[src/design/double_ended_queue_unit_macros.svh]
// Assertion macros shared by the double-ended queue design.
`ifndef DOUBLE_ENDED_QUEUE_UNIT_MACROS_SVH
`define DOUBLE_ENDED_QUEUE_UNIT_MACROS_SVH

`ifndef SYNTH

// The expression must hold at every clock edge outside reset.
`define DEQ_ASSERT_ALWAYS(label, clk, rst_n, expr) \
    label: assert property (@(posedge clk) disable iff (!rst_n) (expr)) \
        else $error("%m: invariant violated");

// When the antecedent holds, the consequent must hold in the same cycle.
`define DEQ_ASSERT_SAME(label, clk, rst_n, ante, cons) \
    label: assert property (@(posedge clk) disable iff (!rst_n) (ante) |-> (cons)) \
        else $error("%m: implication violated");

// When the antecedent holds, the consequent must hold in the next cycle.
`define DEQ_ASSERT_NEXT(label, clk, rst_n, ante, cons) \
    label: assert property (@(posedge clk) disable iff (!rst_n) (ante) |=> (cons)) \
        else $error("%m: next-cycle implication violated");

`else

`define DEQ_ASSERT_ALWAYS(label, clk, rst_n, expr)
`define DEQ_ASSERT_SAME(label, clk, rst_n, ante, cons)
`define DEQ_ASSERT_NEXT(label, clk, rst_n, ante, cons)

`endif

`endif

[src/design/deq_pkg.sv]
package deq_pkg;

    localparam int DEPTH_DEF      = 16;
    localparam int DATA_WIDTH_DEF = 32;
    localparam int MAX_DATA_WIDTH = 64;
    localparam int FIELD_WIDTH    = 32;

    typedef enum logic [1:0] {
        ACT_PUSH_FRONT = 2'd0,
        ACT_PUSH_BACK  = 2'd1,
        ACT_POP_FRONT  = 2'd2,
        ACT_POP_BACK   = 2'd3
    } deq_action_t;

    typedef enum logic [1:0] {
        ST_OK    = 2'd0,
        ST_EMPTY = 2'd1,
        ST_FULL  = 2'd2
    } deq_status_t;

    typedef struct packed {
        deq_action_t            action;
        logic [FIELD_WIDTH-1:0] push_value;
    } deq_cmd_t;

    typedef struct packed {
        logic [FIELD_WIDTH-1:0] popped_value;
        deq_status_t            status;
        logic                   now_empty;
    } deq_result_t;

endpackage

[src/design/double_ended_queue_unit.sv]
// Bounded double-ended queue of DEPTH entries held in a ring buffer in one
// synchronous memory. A transaction is accepted on a clock edge where start is
// high and busy is low; busy stays low, so a new transaction may be issued in
// every cycle. Each transaction yields exactly one result, presented on the
// result port for one cycle with done high, in the cycle right after the
// transaction was accepted. The popped value comes from the registered
// read port of the element memory. The receiver cannot stall the block, so it
// must take every result in the cycle it appears. A pop on an empty queue
// returns status empty, and a push on a full queue returns status full and
// drops the value; in both cases the queue is left unchanged.
`include "double_ended_queue_unit_macros.svh"

module double_ended_queue_unit #(
    parameter int DEPTH      = deq_pkg::DEPTH_DEF,
    parameter int DATA_WIDTH = deq_pkg::DATA_WIDTH_DEF
) (
    input  logic                 clk,
    input  logic                 rst_n,
    input  logic                 start,
    output logic                 busy,
    input  deq_pkg::deq_cmd_t    cmd,
    output logic                 done,
    output deq_pkg::deq_result_t result
);

    // Index into the ring, entry count (which must reach DEPTH itself), and a
    // sum wide enough for head plus count before the wrap is taken off.
    localparam int IDX_W = (DEPTH > 1) ? $clog2(DEPTH) : 1;
    localparam int CNT_W = $clog2(DEPTH + 1);
    localparam int SUM_W = CNT_W + 1;
    localparam int MAX_W = deq_pkg::MAX_DATA_WIDTH;

    localparam logic [SUM_W-1:0] DEPTH_S  = SUM_W'(DEPTH);
    localparam logic [CNT_W-1:0] DEPTH_C  = CNT_W'(DEPTH);
    localparam logic [IDX_W-1:0] LAST_IDX = IDX_W'(DEPTH - 1);

    // Element storage. The front element lives at head_reg and the rest
    // follow it in ring order. No reset: a pop only ever reads an entry that
    // an earlier push wrote.
    logic [DATA_WIDTH-1:0] mem [DEPTH];
    logic [DATA_WIDTH-1:0] rd_data_reg;

    logic [IDX_W-1:0]      head_reg;
    logic [IDX_W-1:0]      head_next;
    logic [CNT_W-1:0]      count_reg;
    logic [CNT_W-1:0]      count_next;

    // Result registers for the transaction accepted in the previous cycle.
    logic                  done_reg;
    logic                  pop_ok_reg;
    logic                  pop_ok_next;
    deq_pkg::deq_status_t  status_reg;
    deq_pkg::deq_status_t  status_next;
    logic                  empty_reg;

    logic                  accept;
    logic                  is_full;
    logic                  is_empty;
    logic [SUM_W-1:0]      back_sum;
    logic [SUM_W-1:0]      back_wrap;
    logic [SUM_W-1:0]      last_sum;
    logic [SUM_W-1:0]      last_wrap;
    logic [IDX_W-1:0]      back_idx;
    logic [IDX_W-1:0]      last_idx;
    logic [IDX_W-1:0]      head_dec;
    logic [IDX_W-1:0]      head_inc;

    logic                  mem_wr;
    logic                  mem_rd;
    logic [IDX_W-1:0]      mem_addr;
    logic [MAX_W-1:0]      push_wide;
    logic [MAX_W-1:0]      pop_wide;

    // Every operation touches one entry and finishes its bookkeeping in the
    // accept cycle. A push writes in that cycle and a later pop reads at a
    // later edge, so the same entry is never read and written together.
    assign busy   = 1'b0;
    assign accept = start && !busy;

    assign is_full  = (count_reg == DEPTH_C);
    assign is_empty = (count_reg == '0);

    // First free slot behind the back element: head + count, wrapped.
    assign back_sum  = SUM_W'(head_reg) + SUM_W'(count_reg);
    assign back_wrap = (back_sum >= DEPTH_S) ? (back_sum - DEPTH_S) : back_sum;
    assign back_idx  = back_wrap[IDX_W-1:0];

    // Back element: head + count - 1, wrapped. Only used when not empty.
    assign last_sum  = back_sum - SUM_W'(1);
    assign last_wrap = (last_sum >= DEPTH_S) ? (last_sum - DEPTH_S) : last_sum;
    assign last_idx  = last_wrap[IDX_W-1:0];

    assign head_dec = (head_reg == '0) ? LAST_IDX : (head_reg - IDX_W'(1));
    assign head_inc = (head_reg == LAST_IDX) ? '0 : (head_reg + IDX_W'(1));

    // The push value is widened or cut to the element width; the element is
    // widened or cut back to the result field width on the way out.
    assign push_wide = MAX_W'(cmd.push_value);
    assign pop_wide  = MAX_W'(rd_data_reg);

    always_comb
    begin
        mem_wr      = 1'b0;
        mem_rd      = 1'b0;
        mem_addr    = head_reg;
        head_next   = head_reg;
        count_next  = count_reg;
        status_next = deq_pkg::ST_OK;
        pop_ok_next = 1'b0;
        if (accept)
        begin
            case (cmd.action)
                deq_pkg::ACT_PUSH_FRONT:
                begin
                    if (is_full)
                    begin
                        status_next = deq_pkg::ST_FULL;
                    end
                    else
                    begin
                        mem_wr     = 1'b1;
                        mem_addr   = head_dec;
                        head_next  = head_dec;
                        count_next = count_reg + CNT_W'(1);
                    end
                end
                deq_pkg::ACT_PUSH_BACK:
                begin
                    if (is_full)
                    begin
                        status_next = deq_pkg::ST_FULL;
                    end
                    else
                    begin
                        mem_wr     = 1'b1;
                        mem_addr   = back_idx;
                        count_next = count_reg + CNT_W'(1);
                    end
                end
                deq_pkg::ACT_POP_FRONT:
                begin
                    if (is_empty)
                    begin
                        status_next = deq_pkg::ST_EMPTY;
                    end
                    else
                    begin
                        mem_rd      = 1'b1;
                        pop_ok_next = 1'b1;
                        mem_addr    = head_reg;
                        head_next   = head_inc;
                        count_next  = count_reg - CNT_W'(1);
                    end
                end
                deq_pkg::ACT_POP_BACK:
                begin
                    if (is_empty)
                    begin
                        status_next = deq_pkg::ST_EMPTY;
                    end
                    else
                    begin
                        mem_rd      = 1'b1;
                        pop_ok_next = 1'b1;
                        mem_addr    = last_idx;
                        count_next  = count_reg - CNT_W'(1);
                    end
                end
                default:
                begin
                    status_next = deq_pkg::ST_OK;
                end
            endcase
        end
    end

    // Element memory: one shared address, write or registered read.
    always_ff @(posedge clk)
    begin
        if (mem_wr)
        begin
            mem[mem_addr] <= push_wide[DATA_WIDTH-1:0];
        end
        if (mem_rd)
        begin
            rd_data_reg <= mem[mem_addr];
        end
    end

    always_ff @(posedge clk or negedge rst_n)
    begin
        if (!rst_n)
        begin
            head_reg   <= '0;
            count_reg  <= '0;
            done_reg   <= 1'b0;
            pop_ok_reg <= 1'b0;
            status_reg <= deq_pkg::ST_OK;
            empty_reg  <= 1'b1;
        end
        else
        begin
            head_reg   <= head_next;
            count_reg  <= count_next;
            done_reg   <= accept;
            pop_ok_reg <= pop_ok_next;
            status_reg <= status_next;
            empty_reg  <= (count_next == '0);
        end
    end

    // A failed pop and every push report zero as the popped value.
    assign done                = done_reg;
    assign result.popped_value = pop_ok_reg ? pop_wide[deq_pkg::FIELD_WIDTH-1:0] : '0;
    assign result.status       = status_reg;
    assign result.now_empty    = empty_reg;

    // The count never runs past the capacity of the ring.
    `DEQ_ASSERT_ALWAYS(a_count_bound, clk, rst_n, count_reg <= DEPTH_C)
    // Every accepted transaction produces its result in the next cycle.
    `DEQ_ASSERT_NEXT(a_done_follows, clk, rst_n, accept, done)
    // No result appears without a transaction accepted the cycle before.
    `DEQ_ASSERT_NEXT(a_no_spurious, clk, rst_n, !accept, !done)
    // The empty flag of a result agrees with the count it left behind.
    `DEQ_ASSERT_SAME(a_empty_match, clk, rst_n, done, result.now_empty == (count_reg == '0))
    // A push reported as full really found the ring full.
    `DEQ_ASSERT_SAME(a_full_match, clk, rst_n, done && (result.status == deq_pkg::ST_FULL),
                     count_reg == DEPTH_C)

endmodule
[config.mk]
export PLATFORM = sky130hd
export DESIGN_NAME = double_ended_queue_unit
export DESIGN_NICKNAME = d
export VERILOG_FILES = /design/src/design/deq_pkg.sv /design/src/design/double_ended_queue_unit.sv
export VERILOG_INCLUDE_DIRS = /design/src /design/src/design
export SDC_FILE = /design/constraint.sdc
export NUM_CORES = 1
export LEC_CHECK = 0
export BUFFER_PORTS_ARGS = -buffer_cell sky130_fd_sc_hd__buf_2
export CORE_MARGIN = 2
export CORE_UTILIZATION = 45
export CTS_BUF_LIST = sky130_fd_sc_hd__clkbuf_8 sky130_fd_sc_hd__clkbuf_16
export CTS_CLUSTER_DIAMETER = 150
export DETAILED_ROUTE_END_ITERATION = 7
export PLACE_DENSITY = 0.72
export SYNTH_ARGS = -nofsm -noshare
export SYNTH_HDL_FRONTEND = slang
export SYNTH_SLANG_ARGS = --single-unit
[constraint.sdc]
create_clock -name clk -period 6.6 [get_ports clk]
set_input_delay 1.32 -clock clk [delete_from_list [all_inputs] [get_ports clk]]
set_output_delay 1.32 -clock clk [all_outputs]
set_load 0.005 [all_outputs]
======== Word level (Yosys, flattened, before mapping) ========
Memories as Yosys holds them, arrays and structs flattened. A register that Yosys moved wholly into a read port is not among the register bits.
Cells that the tools add are included.
word-level totals
  register bits ........................... 14
  memory bits (writable) .................. 512
  input bits .............................. 37
  logic and storage cells ................. 59
  memories ................................ 1
operators by class
  $add $sub $neg .......................... 8
  $lt $le $gt $ge ......................... 2
  eq/ne operators ......................... 6
  muxes and demuxes ....................... 28
  reduce and logical (&&, ||, !) cells .... 8
memories
  name  words  width  read ports  clocked after Yosys merged registers in  wr ports  line                           text
  mem   16     32     1           1                                        1         double_ended_queue_unit.sv:40  logic [DATA_WIDTH-1:0] mem [DEPTH];
operators with widths
  operator                                             number
  2-to-1 mux 4 bit                                     9
  2-to-1 mux 32 bit                                    1
  one-hot mux 4 bit (4 select lines)                   1
  2-to-1 mux 5 bit                                     3
  >= comparator 6 x 5 -> 1 bit, second input constant  2
  subtractor 4 x 1 -> 4 bit, second input constant     3
  logical NOT 5 bit                                    2
  one-hot mux 5 bit (2 select lines)                   1
  2-to-1 mux 1 bit                                     9
  one-hot mux 4 bit (2 select lines)                   1
  adder 4 x 5 -> 6 bit                                 1
  subtractor 6 x 1 -> 6 bit, second input constant     1
  adder 5 x 1 -> 5 bit, second input constant          1
  equality test 5 bit, second input constant           1
  subtractor 5 x 1 -> 5 bit, second input constant     1
  adder 4 x 1 -> 4 bit, second input constant          1
  equality test 2 bit, second input constant           2
  equality test 4 bit, second input constant           1
  logical NOT 4 bit                                    1
  2-to-1 mux 2 bit                                     2
  one-hot mux 2 bit (2 select lines)                   1
  OR reduction 2 bit                                   2
  AND reduction 3 bit                                  1
  equality test 2 x 1 -> 1 bit, second input constant  1
  3 further kinds                                      3

======== Depth between registers and ports, before layout ========
Gate-level depths: netlist (run 1).
  depth after elaboration ................. 7
  gate-level depth with buffers ........... 15
  gate-level depth less buffers ........... 12

======== Worst setup path before layout (run 1) ========
OpenSTA, ideal clock, no wires.
  kind .................................... input to register
  start ................................... input cmd[32] (netlist bit)
  end ..................................... memory mem[2][0] (netlist bit), enable pin
  library setup time ...................... 0.501 ns
  arrival ................................. 5.655 ns
  required time ........................... 6.099 ns
  path slack .............................. 0.444 ns
  cell stages on the path ................. 8
  path buffers ............................ 3
  cell sequence ........................... buf_2 nor2_1 and4_1 a311oi_1 nand2_1 buf_2 buf_1 nor4_1
between the ends
  cells in the longest elaborated chain, start to end .. 6
  elaborated cells on any way between the ends .. 11
  classes of those cells .................. eq/ne: 3; mux: 6; reduce/logical: 2
RTL lines
  element                                                            line                            text
  from (decl)                                                        double_ended_queue_unit.sv:21   input deq_pkg::deq_cmd_t cmd,
  equality test 2 x 1 -> 1 bit or logical NOT 2 bit (tied branches)  double_ended_queue_unit.sv:112  case (cmd.action)
  OR reduction 2 bit (no source line)                                -
  2-to-1 mux 1 bit                                                   -
  2-to-1 mux 1 bit                                                   double_ended_queue_unit.sv:110  if (accept)
  2-to-1 mux 1 bit                                                   double_ended_queue_unit.sv:180  if (mem_wr)
  2-to-1 mux 1 bit (implied by the code)                             double_ended_queue_unit.sv:182  mem[mem_addr] <= push_wide[DATA_WIDTH-1:0];
  to (decl)                                                          double_ended_queue_unit.sv:40
Several ways; a longest one is shown, not always the timed one.

======== Final worst setup path (run 1) ========
  start ................................... register head_reg[0]
  end ..................................... memory mem[14][20] (netlist bit), enable pin
between the ends
  cells in the longest elaborated chain, start to end .. 7
  elaborated cells on any way between the ends .. 16
  classes of those cells .................. add/sub: 5; order compare: 2; mux: 8; reduce/logical: 1
RTL lines
  element                                                                    line                            text
  from (decl)                                                                double_ended_queue_unit.sv:43   logic [IDX_W-1:0] head_reg;
  from (signal assigned)                                                     double_ended_queue_unit.sv:203  head_reg <= head_next;
  adder 4 x 5 -> 6 bit                                                       double_ended_queue_unit.sv:84   assign back_sum = SUM_W'(head_reg) + SUM_W'(count_reg);
  subtractor 6 x 1 -> 6 bit                                                  double_ended_queue_unit.sv:89   assign last_sum = back_sum - SUM_W'(1);
  >= comparator 6 x 5 -> 1 bit or subtractor 4 x 1 -> 4 bit (tied branches)  double_ended_queue_unit.sv:90   assign last_wrap = (last_sum >= DEPTH_S) ? (last_sum - DEPTH_S) : last_sum;
  2-to-1 mux 4 bit                                                           double_ended_queue_unit.sv:90
  2-to-1 mux 4 bit                                                           double_ended_queue_unit.sv:157  if (is_empty)
  one-hot mux 4 bit (4 select lines)                                         double_ended_queue_unit.sv:112
  2-to-1 mux 4 bit *                                                         double_ended_queue_unit.sv:110
Mark *: on every way between the ends. The rest lies on a longest branch, timed or not.

==> summary.txt, run 1 <==
Worst setup path
  • Reg2reg path depth: 10
  • Reg2reg end: mem[14][20]
  • Worst setup path endpoint: mem[14][20]
  • Crit start category: flop
  • Arrival time worst endpoint: 5.23 ns
  • Crit Path Class: reg -> reg
  • Max stage delay on crit path: 1.05 ns
  • Critical path's slowest cell: nor2_4
  • Worst EP required: 6.81 ns
  • CP Max Fanout: 50
  • Critical path capture point type: flop
  • Origin of the worst setup path: head_reg[0]
  • Reg-to-reg setup timing slack: 1.58 ns
  • Worst r2r src: head_reg[0]
  • Worst path cell trace: ha_1, fa_1, xnor2_1, and3_1, xnor3_1, a31o_1, o22ai_1, a21o_4, nand2b_1, nor2_4

Floorplan
  • Chip height: 233.4 microns
  • Row count: 84
  • Die area: 54470 sq um
  • DIE WIDTH: 233.4 microns
  • Starting density of the core: 0.4524
  • I/O pins: 74
  • Total core area: 52340 sq um

Logic synthesis
  • Synth Warn #: 0
  • Top_reg_cell synth: edfxtp_1
  • Cells after Synth: 1671
  • #FFs+latches synth: 558
  • Share of synthesized flip-flops with an asynchronous set or reset: 0.02509
  • Count of cell types in the netlist: 64
  • Sequential share of the synthesized area: 0.7048
  • Avg Cell Area, Syn: 14.17 sq um
  • Most common cell in the netlist: edfxtp_1
  • Post-synth net total: 1719
  • Synth Cell Area: 23680 sq um
  • Commonest cells post-synth: edfxtp_1, o21ai_0, a31oi_1
  • Post-synth EDFFs: 544
  • Post-synth top area cell: edfxtp_1
  • Synth top area share: 0.6899
  • Ranking of synthesized cells by area: edfxtp_1, a31oi_1, o21ai_0

Layout
  • Final Core Density: 0.5052
  • Area Growth Syn to Fin: 11.67%
  • Post-layout nets: 1731
  • Fin area: 26440 sq um
  • Fillers: 4287
  • Share of cells above drive strength 1: 0.1380
  • FF/Latch Area: 16690 sq um
  • Largest register FFs: 512
  • Multi-input logic area: 6251 sq um

Run status
  • Status: finished, final reports clean

Placed design
  • Port Buffers: 72
  • Final HPWL DP: 31.86 mm
  • Placed inst area: 24740 sq um
  • Gpl congestion: 0.7927

STA
  • Final Skew: 0.03414 ns
  • Final Hold Viols: 0
  • Final worst path period share: 0.7611
  • Max-slew violation count: 0
  • Fmax achieved: 199.1 MHz
  • Setup violators final: 0
  • Setup TNS: 0 ns
  • Slew margin rel.: 0.1573
  • RSZ-0062 raised after global routing: false
  • Minimum clock period: 5.023 ns
  • Worst Max-Slew Pin Slew: 1.254 ns

Global route
  • Number of global-route vias before repair: 14654
  • Initial antenna violation count: 4
  • Tot GR Track Use: 0.2108
  • First-pass GRT wire length: 87.55 mm
  • Overflow after GRT: 0
  • Largest net degree at the start of global routing: 82

CTS
  • Clk root buf: clkbuf_16
  • Setup bufs post-CTS: 0
  • CTS Buf Count: 53
  • Clock sinks: 558
  • PostCTS Resize Cnt: 0
  • Clock tree buffer depth: 3
  • CTS tree: yes
  • Htree depth: 2
  • Hold_buf cts: 0
  • Skew-Pair Late Insertion Delay: 0.62 ns
  • Clock slew at reported path FFs: 0.06 ns

Detailed routing
  • Post-DR wirelength/cell: 24.19 microns
  • Vias/cell: 6.347
  • Detailed-route via count: 15328
  • DRT Pass-1 Iters: 7
  • Final wirelength: 58.42 mm
  • Detail Route Antenna Nets: 0
  • Residual DRC: 0
  • Starting DRT DRC Count: 1998

Worst hold path
  • HP Class: in -> async

Pwr
  • Tot Pwr: 11.27 mW
  • P_leak: 8.810 nW
  • Power Density: 426.4 nW/um^2
  • Peak VDD IR: 0.0003229 V

Flow run
  • Max Cap Violations: 0
through the flow:
stage	setup slack (ns)	instances	hold WS [ns]
global placement	1.349	2316	0.7065
finish	1.577	2415	0.6128
detailed placement	1.304	2316	0.6986
global route	1.272	2414	0.6183
floorplan	0.4439	1671	0.6339
CTS	1.532	2413	0.6002
placed cells by master (no fill, tap or decap), types with 2 or more instances in the layout:
cell | synthesis | layout
a211oi_1 | 2 | 2
a21o_1 | 3 | 2
a21oi_1 | 12 | 12
a22oi_1 | 129 | 129
a31oi_1 | 259 | 259
and2_1 | 35 | 34
and3_1 | 3 | 2
buf_12 | 0 | 8
buf_2 | 79 | 72
buf_4 | 10 | 51
bufinv_16 | 0 | 5
clkbuf_16 | 0 | 54
clkinv_1 | 1 | 15
clkinv_2 | 0 | 13
clkinvlp_4 | 0 | 2
dfrtp_1 | 13 | 13
diode_2 | 0 | 2
edfxtp_1 | 544 | 544
ha_1 | 10 | 10
inv_1 | 9 | 16
mux2i_1 | 101 | 101
nand2_1 | 17 | 16
nand2b_1 | 4 | 4
nand3_1 | 6 | 6
nor2_1 | 17 | 13
nor2_4 | 0 | 4
nor2b_1 | 2 | 2
nor3_1 | 14 | 6
nor3_2 | 0 | 8
nor3b_1 | 2 | 2
nor4_2 | 0 | 6
o21ai_0 | 264 | 264
o22ai_1 | 4 | 4
o31a_1 | 2 | 2
or3_1 | 2 | 2
xnor2_1 | 3 | 3
metal layers:
metal,share of wire,vias to the layer above,global-route usage
li1,-,6754,-
met5,0,-,0
met2,0.48,741,0.3434
met4,0.034,0,0.08604
met3,0.073,131,0.02966
met1,0.41,7702,0.2859
final cells by class:
class,count,share of cell area
clock inverter,43,0.01306
tap,688,0.03256
antenna,2,0.0001893
multi-input combinational,929,0.2364
sequential,558,0.6311
inverter,10,0.001420
clock buffer,54,0.05111
timing repair buffer,131,0.03416
worst max-delay path: cells and delay by family, from the launching register on:
| kind | cells | cell delay [ns] |
|---|---|---|
| AOI/OAI and AO/OA | 3 | 1.20 |
| and+or+nand+nor | 3 | 1.65 |
| adders and majority gates | 2 | 0.69 |
| DFF | 1 | 0.54 |
| xor gates and xnor gates | 2 | 0.52 |
report_power, final:
group	internal, mW	switching [mW]
registers	4.25	0.135
clock network	1.68	1.28
logic	1.41	2.51
total	7.34	3.93
kinds of logic (layout without fill, tap and decap cells):
kind of cell	count (synthesis)	in the layout	share of synthesized area
other	1	3	0.0001584
AND/OR/NAND/NOR	117	117	0.02816
buffers and inverters	184	238	0.03731
adder cells (fa/ha/maj)	11	11	0.006130
AO/OA/AOI/OAI	693	693	0.1779
XOR/XNOR	5	5	0.002431
flip-flops	558	558	0.7048
multiplexers	102	102	0.04317
how the worst min path moves through the flow:
| stage | to | cells past startpoint | slack, ns | startpoint |
|---|---|---|---|---|
| finish | status_reg[0] | 1 | 0.61 | rst_n |
| global route | count_reg[1] | 1 | 0.62 | rst_n |
| CTS | status_reg[0] | 1 | 0.60 | rst_n |
| detailed placement | head_reg[3] | 2 | 0.70 | head_reg[3] |
| global placement | head_reg[3] | 2 | 0.71 | head_reg[3] |
| floorplan | head_reg[3] | 3 | 0.63 | head_reg[3] |
(Power assumes the default switching activity.)
==> run 2, diff against run 1 <==
--- a/config.mk
+++ b/config.mk
@@ -12,7 +12,7 @@
 export CTS_BUF_LIST = sky130_fd_sc_hd__clkbuf_8 sky130_fd_sc_hd__clkbuf_16
 export CTS_CLUSTER_DIAMETER = 150
 export DETAILED_ROUTE_END_ITERATION = 7
-export PLACE_DENSITY = 0.72
+export PLACE_DENSITY = 0.74
 export SYNTH_ARGS = -nofsm -noshare
 export SYNTH_HDL_FRONTEND = slang
 export SYNTH_SLANG_ARGS = --single-unit
==> constraint.sdc (replaced) <==
create_clock -name clk -period 4.4 [get_ports clk]
set_input_delay 0.88 -clock clk [delete_from_list [all_inputs] [get_ports clk]]
set_output_delay 0.88 -clock clk [all_outputs]
set_load 0.005 [all_outputs]
==> summary.txt, run 2 (synthesized netlist as in run 1, its figures left out) <==
CTS
  • Htree depth: 2 (unchanged)
  • Setup bufs post-CTS: 0 (unchanged)
  • Clk root buf: clkbuf_16
  • CTS tree: yes
  • Clock sinks: 558 (unchanged)
  • Clock tree buffer depth: 3 (unchanged)
  • PostCTS Resize Cnt: 0 (unchanged)
  • CTS Buf Count: 55 (+3.8%)
  • Clock slew at reported path FFs: 0.06 ns (about the same)
  • Skew-Pair Late Insertion Delay: 0.61 ns (about the same)
  • Hold_buf cts: 0 (unchanged)

Global route
  • Overflow after GRT: 0 (unchanged)
  • Number of global-route vias before repair: 15115 (+3.1%)
  • Largest net degree at the start of global routing: 155 (+89%)
  • Initial antenna violation count: 3 (-1)
  • Tot GR Track Use: 0.2169 (+0.006011)
  • First-pass GRT wire length: 90.33 mm (+3.2%)

Detailed routing
  • Residual DRC: 0 (unchanged)
  • Starting DRT DRC Count: 1892 (-5.3%)
  • Vias/cell: 6.350 (about the same)
  • DRT Pass-1 Iters: 5 (-2)
  • Detail Route Antenna Nets: 0 (unchanged)
  • Final wirelength: 59.36 mm (+1.6%)
  • Post-DR wirelength/cell: 24.54 microns (+1.4%)
  • Detailed-route via count: 15360 (+0.21%)

Run status
  • Status: finished, final reports clean

STA
  • Fmax achieved: 240.6 MHz (+21%)
  • Worst Max-Slew Pin Slew: 0.7637 ns (-0.4899 ns)
  • WHS: 0.1521 ns (-0.4607 ns)
  • Final Hold Viols: 0 (unchanged)
  • RSZ-0062 raised after global routing: false
  • Final worst slack: 0.2438 ns (-1.333 ns)
  • Setup violators final: 0 (unchanged)
  • Slew margin rel.: 0.4908 (+0.3335)
  • Final Skew: 0.02175 ns (-0.01239 ns)
  • Final worst path period share: 0.9446 (+0.1835)
  • Minimum clock period: 4.156 ns (-0.8671 ns)
  • Max-slew violation count: 0 (unchanged)

Layout
  • Fillers: 4330 (+1.0%)
  • Area Growth Syn to Fin: 12.65%
  • Post-layout nets: 1731 (unchanged)
  • Most frequent cells in the layout: edfxtp_1, o21ai_0, a31oi_1, a22oi_1, mux2i_1
  • Multi-input logic area: 6329 sq um (+1.2%)
  • Commonest non-fill, non-tap cell in the layout: edfxtp_1
  • Share of cells above drive strength 1: 0.1353 (-0.002711)
  • FF/Latch Area: 16690 sq um (unchanged)
  • Largest register FFs: 512 (unchanged)

Worst setup path
  • Critical path capture point type: flop
  • CP Max Fanout: 15 (-70%)
  • Arrival time worst endpoint: 4.47 ns (-0.76 ns)
  • Reg-to-reg setup timing slack: 0.24 ns (-1.33 ns)
  • Crit Path Class: reg -> reg
  • Worst EP required: 4.71 ns (-2.10 ns)
  • Crit start category: flop

Worst hold path
  • HP Class: in -> async

Placed design
  • Final HPWL DP: 30.50 mm (-4.3%)
  • Port Buffers: 72 (unchanged)
  • Gpl congestion: 0.8458 (+6.7%)
  • Post-place setup slack: 0.2901 ns (-1.014 ns)

Floorplan
  • Row count: 84 (unchanged)
  • DIE WIDTH: 233.4 microns (unchanged)
  • Die area: 54470 sq um (unchanged)
  • Starting density of the core: 0.4524 (unchanged)
  • I/O pins: 74 (unchanged)
  • Chip height: 233.4 microns (unchanged)
  • Total core area: 52340 sq um (unchanged)

Pwr
  • Peak VDD IR: 0.0004937 V (+53%)
  • Tot Pwr: 17.03 mW (+51%)
  • P_leak: 8.932 nW (+1.4%)
  • Power Density: 638.5 nW/um^2 (+50%)

Flow run
  • Max Cap Violations: 0 (unchanged)
-- run 2: cell types whose count changed in the layout (fill, tap and decap cells not counted), moves of 2 or more --
cell,before,now
clkbuf_16,54,56
buf_12,8,19
inv_6,0,3
nor4_4,0,6
buf_4,51,38
nor3_4,0,4
inv_1,16,26
clkinv_2,13,9
nor3_2,8,4
nor4_2,6,0
-- run 2: power by group --
group	internal [mW]	switching [mW]
sequential	6.38	0.182
combinational	2.19	3.78
clock	2.54	1.97
total	11.1	5.93
-- run 2: final cells by class --
| class | instances | share of cell area |
|---|---|---|
| Clock inverter | 48 | 0.01229 |
| Clock buffer | 56 | 0.05254 |
| Inverter | 10 | 0.001407 |
| Sequential cell | 558 | 0.6257 |
| Tap cell | 688 | 0.03227 |
| Timing Repair Buffer | 129 | 0.03847 |
| Antenna cell | 1 | 0.00009382 |
| Multi-Input combinational cell | 929 | 0.2373 |
-- run 2: stage by stage --
step,TNS [ns],util,instances,instance area [sq um]
3_3_place_gp,0,0.4765,2314,24940
2_1_floorplan,-141.79,-,1671,23740
6_report,0,0.5096,2419,26670
3_5_place_dp,0,0.4765,2314,24940
5_1_grt,0,0.5095,2418,26670
4_1_cts,0,0.5095,2418,26670
-- run 2: path summary, 6_finish.rpt --
check / start / end / cells past startpoint
max in group asynchronous: rst_n / empty_reg / 1
setup reg to reg: head_reg[0] / mem[14][13] / 12
hold / removal: rst_n / count_reg[0] / 1
min in group clk: start / done / 1
hold reg to reg: head_reg[3] / head_reg[3] / 2
setup / recovery: head_reg[0] / mem[14][13] / 12
-- run 2: per-layer routing --
metal	vias to the layer above	wire length [microns]	track usage	part of all wire
li1	6765	-	-	-
met1	7619	23590	0.2920	0.40
met2	838	28570	0.3496	0.48
met3	136	5077	0.03662	0.086
met4	2	2121	0.09118	0.036
met5	-	8	0	0.00013
-- run 2: critical path, stage by stage, from the launching register on --
cell	delay, ns
dfrtp_1	0.54
ha_1	0.31
fa_1	0.51
inv_1	0.06
ha_1	0.21
xor2_1	0.16
a21oi_1	0.16
o32ai_1	0.09
and2_1	0.26
nor2_4	0.50
nand2_1	0.37
nor2_4	0.42
buf_12	0.23
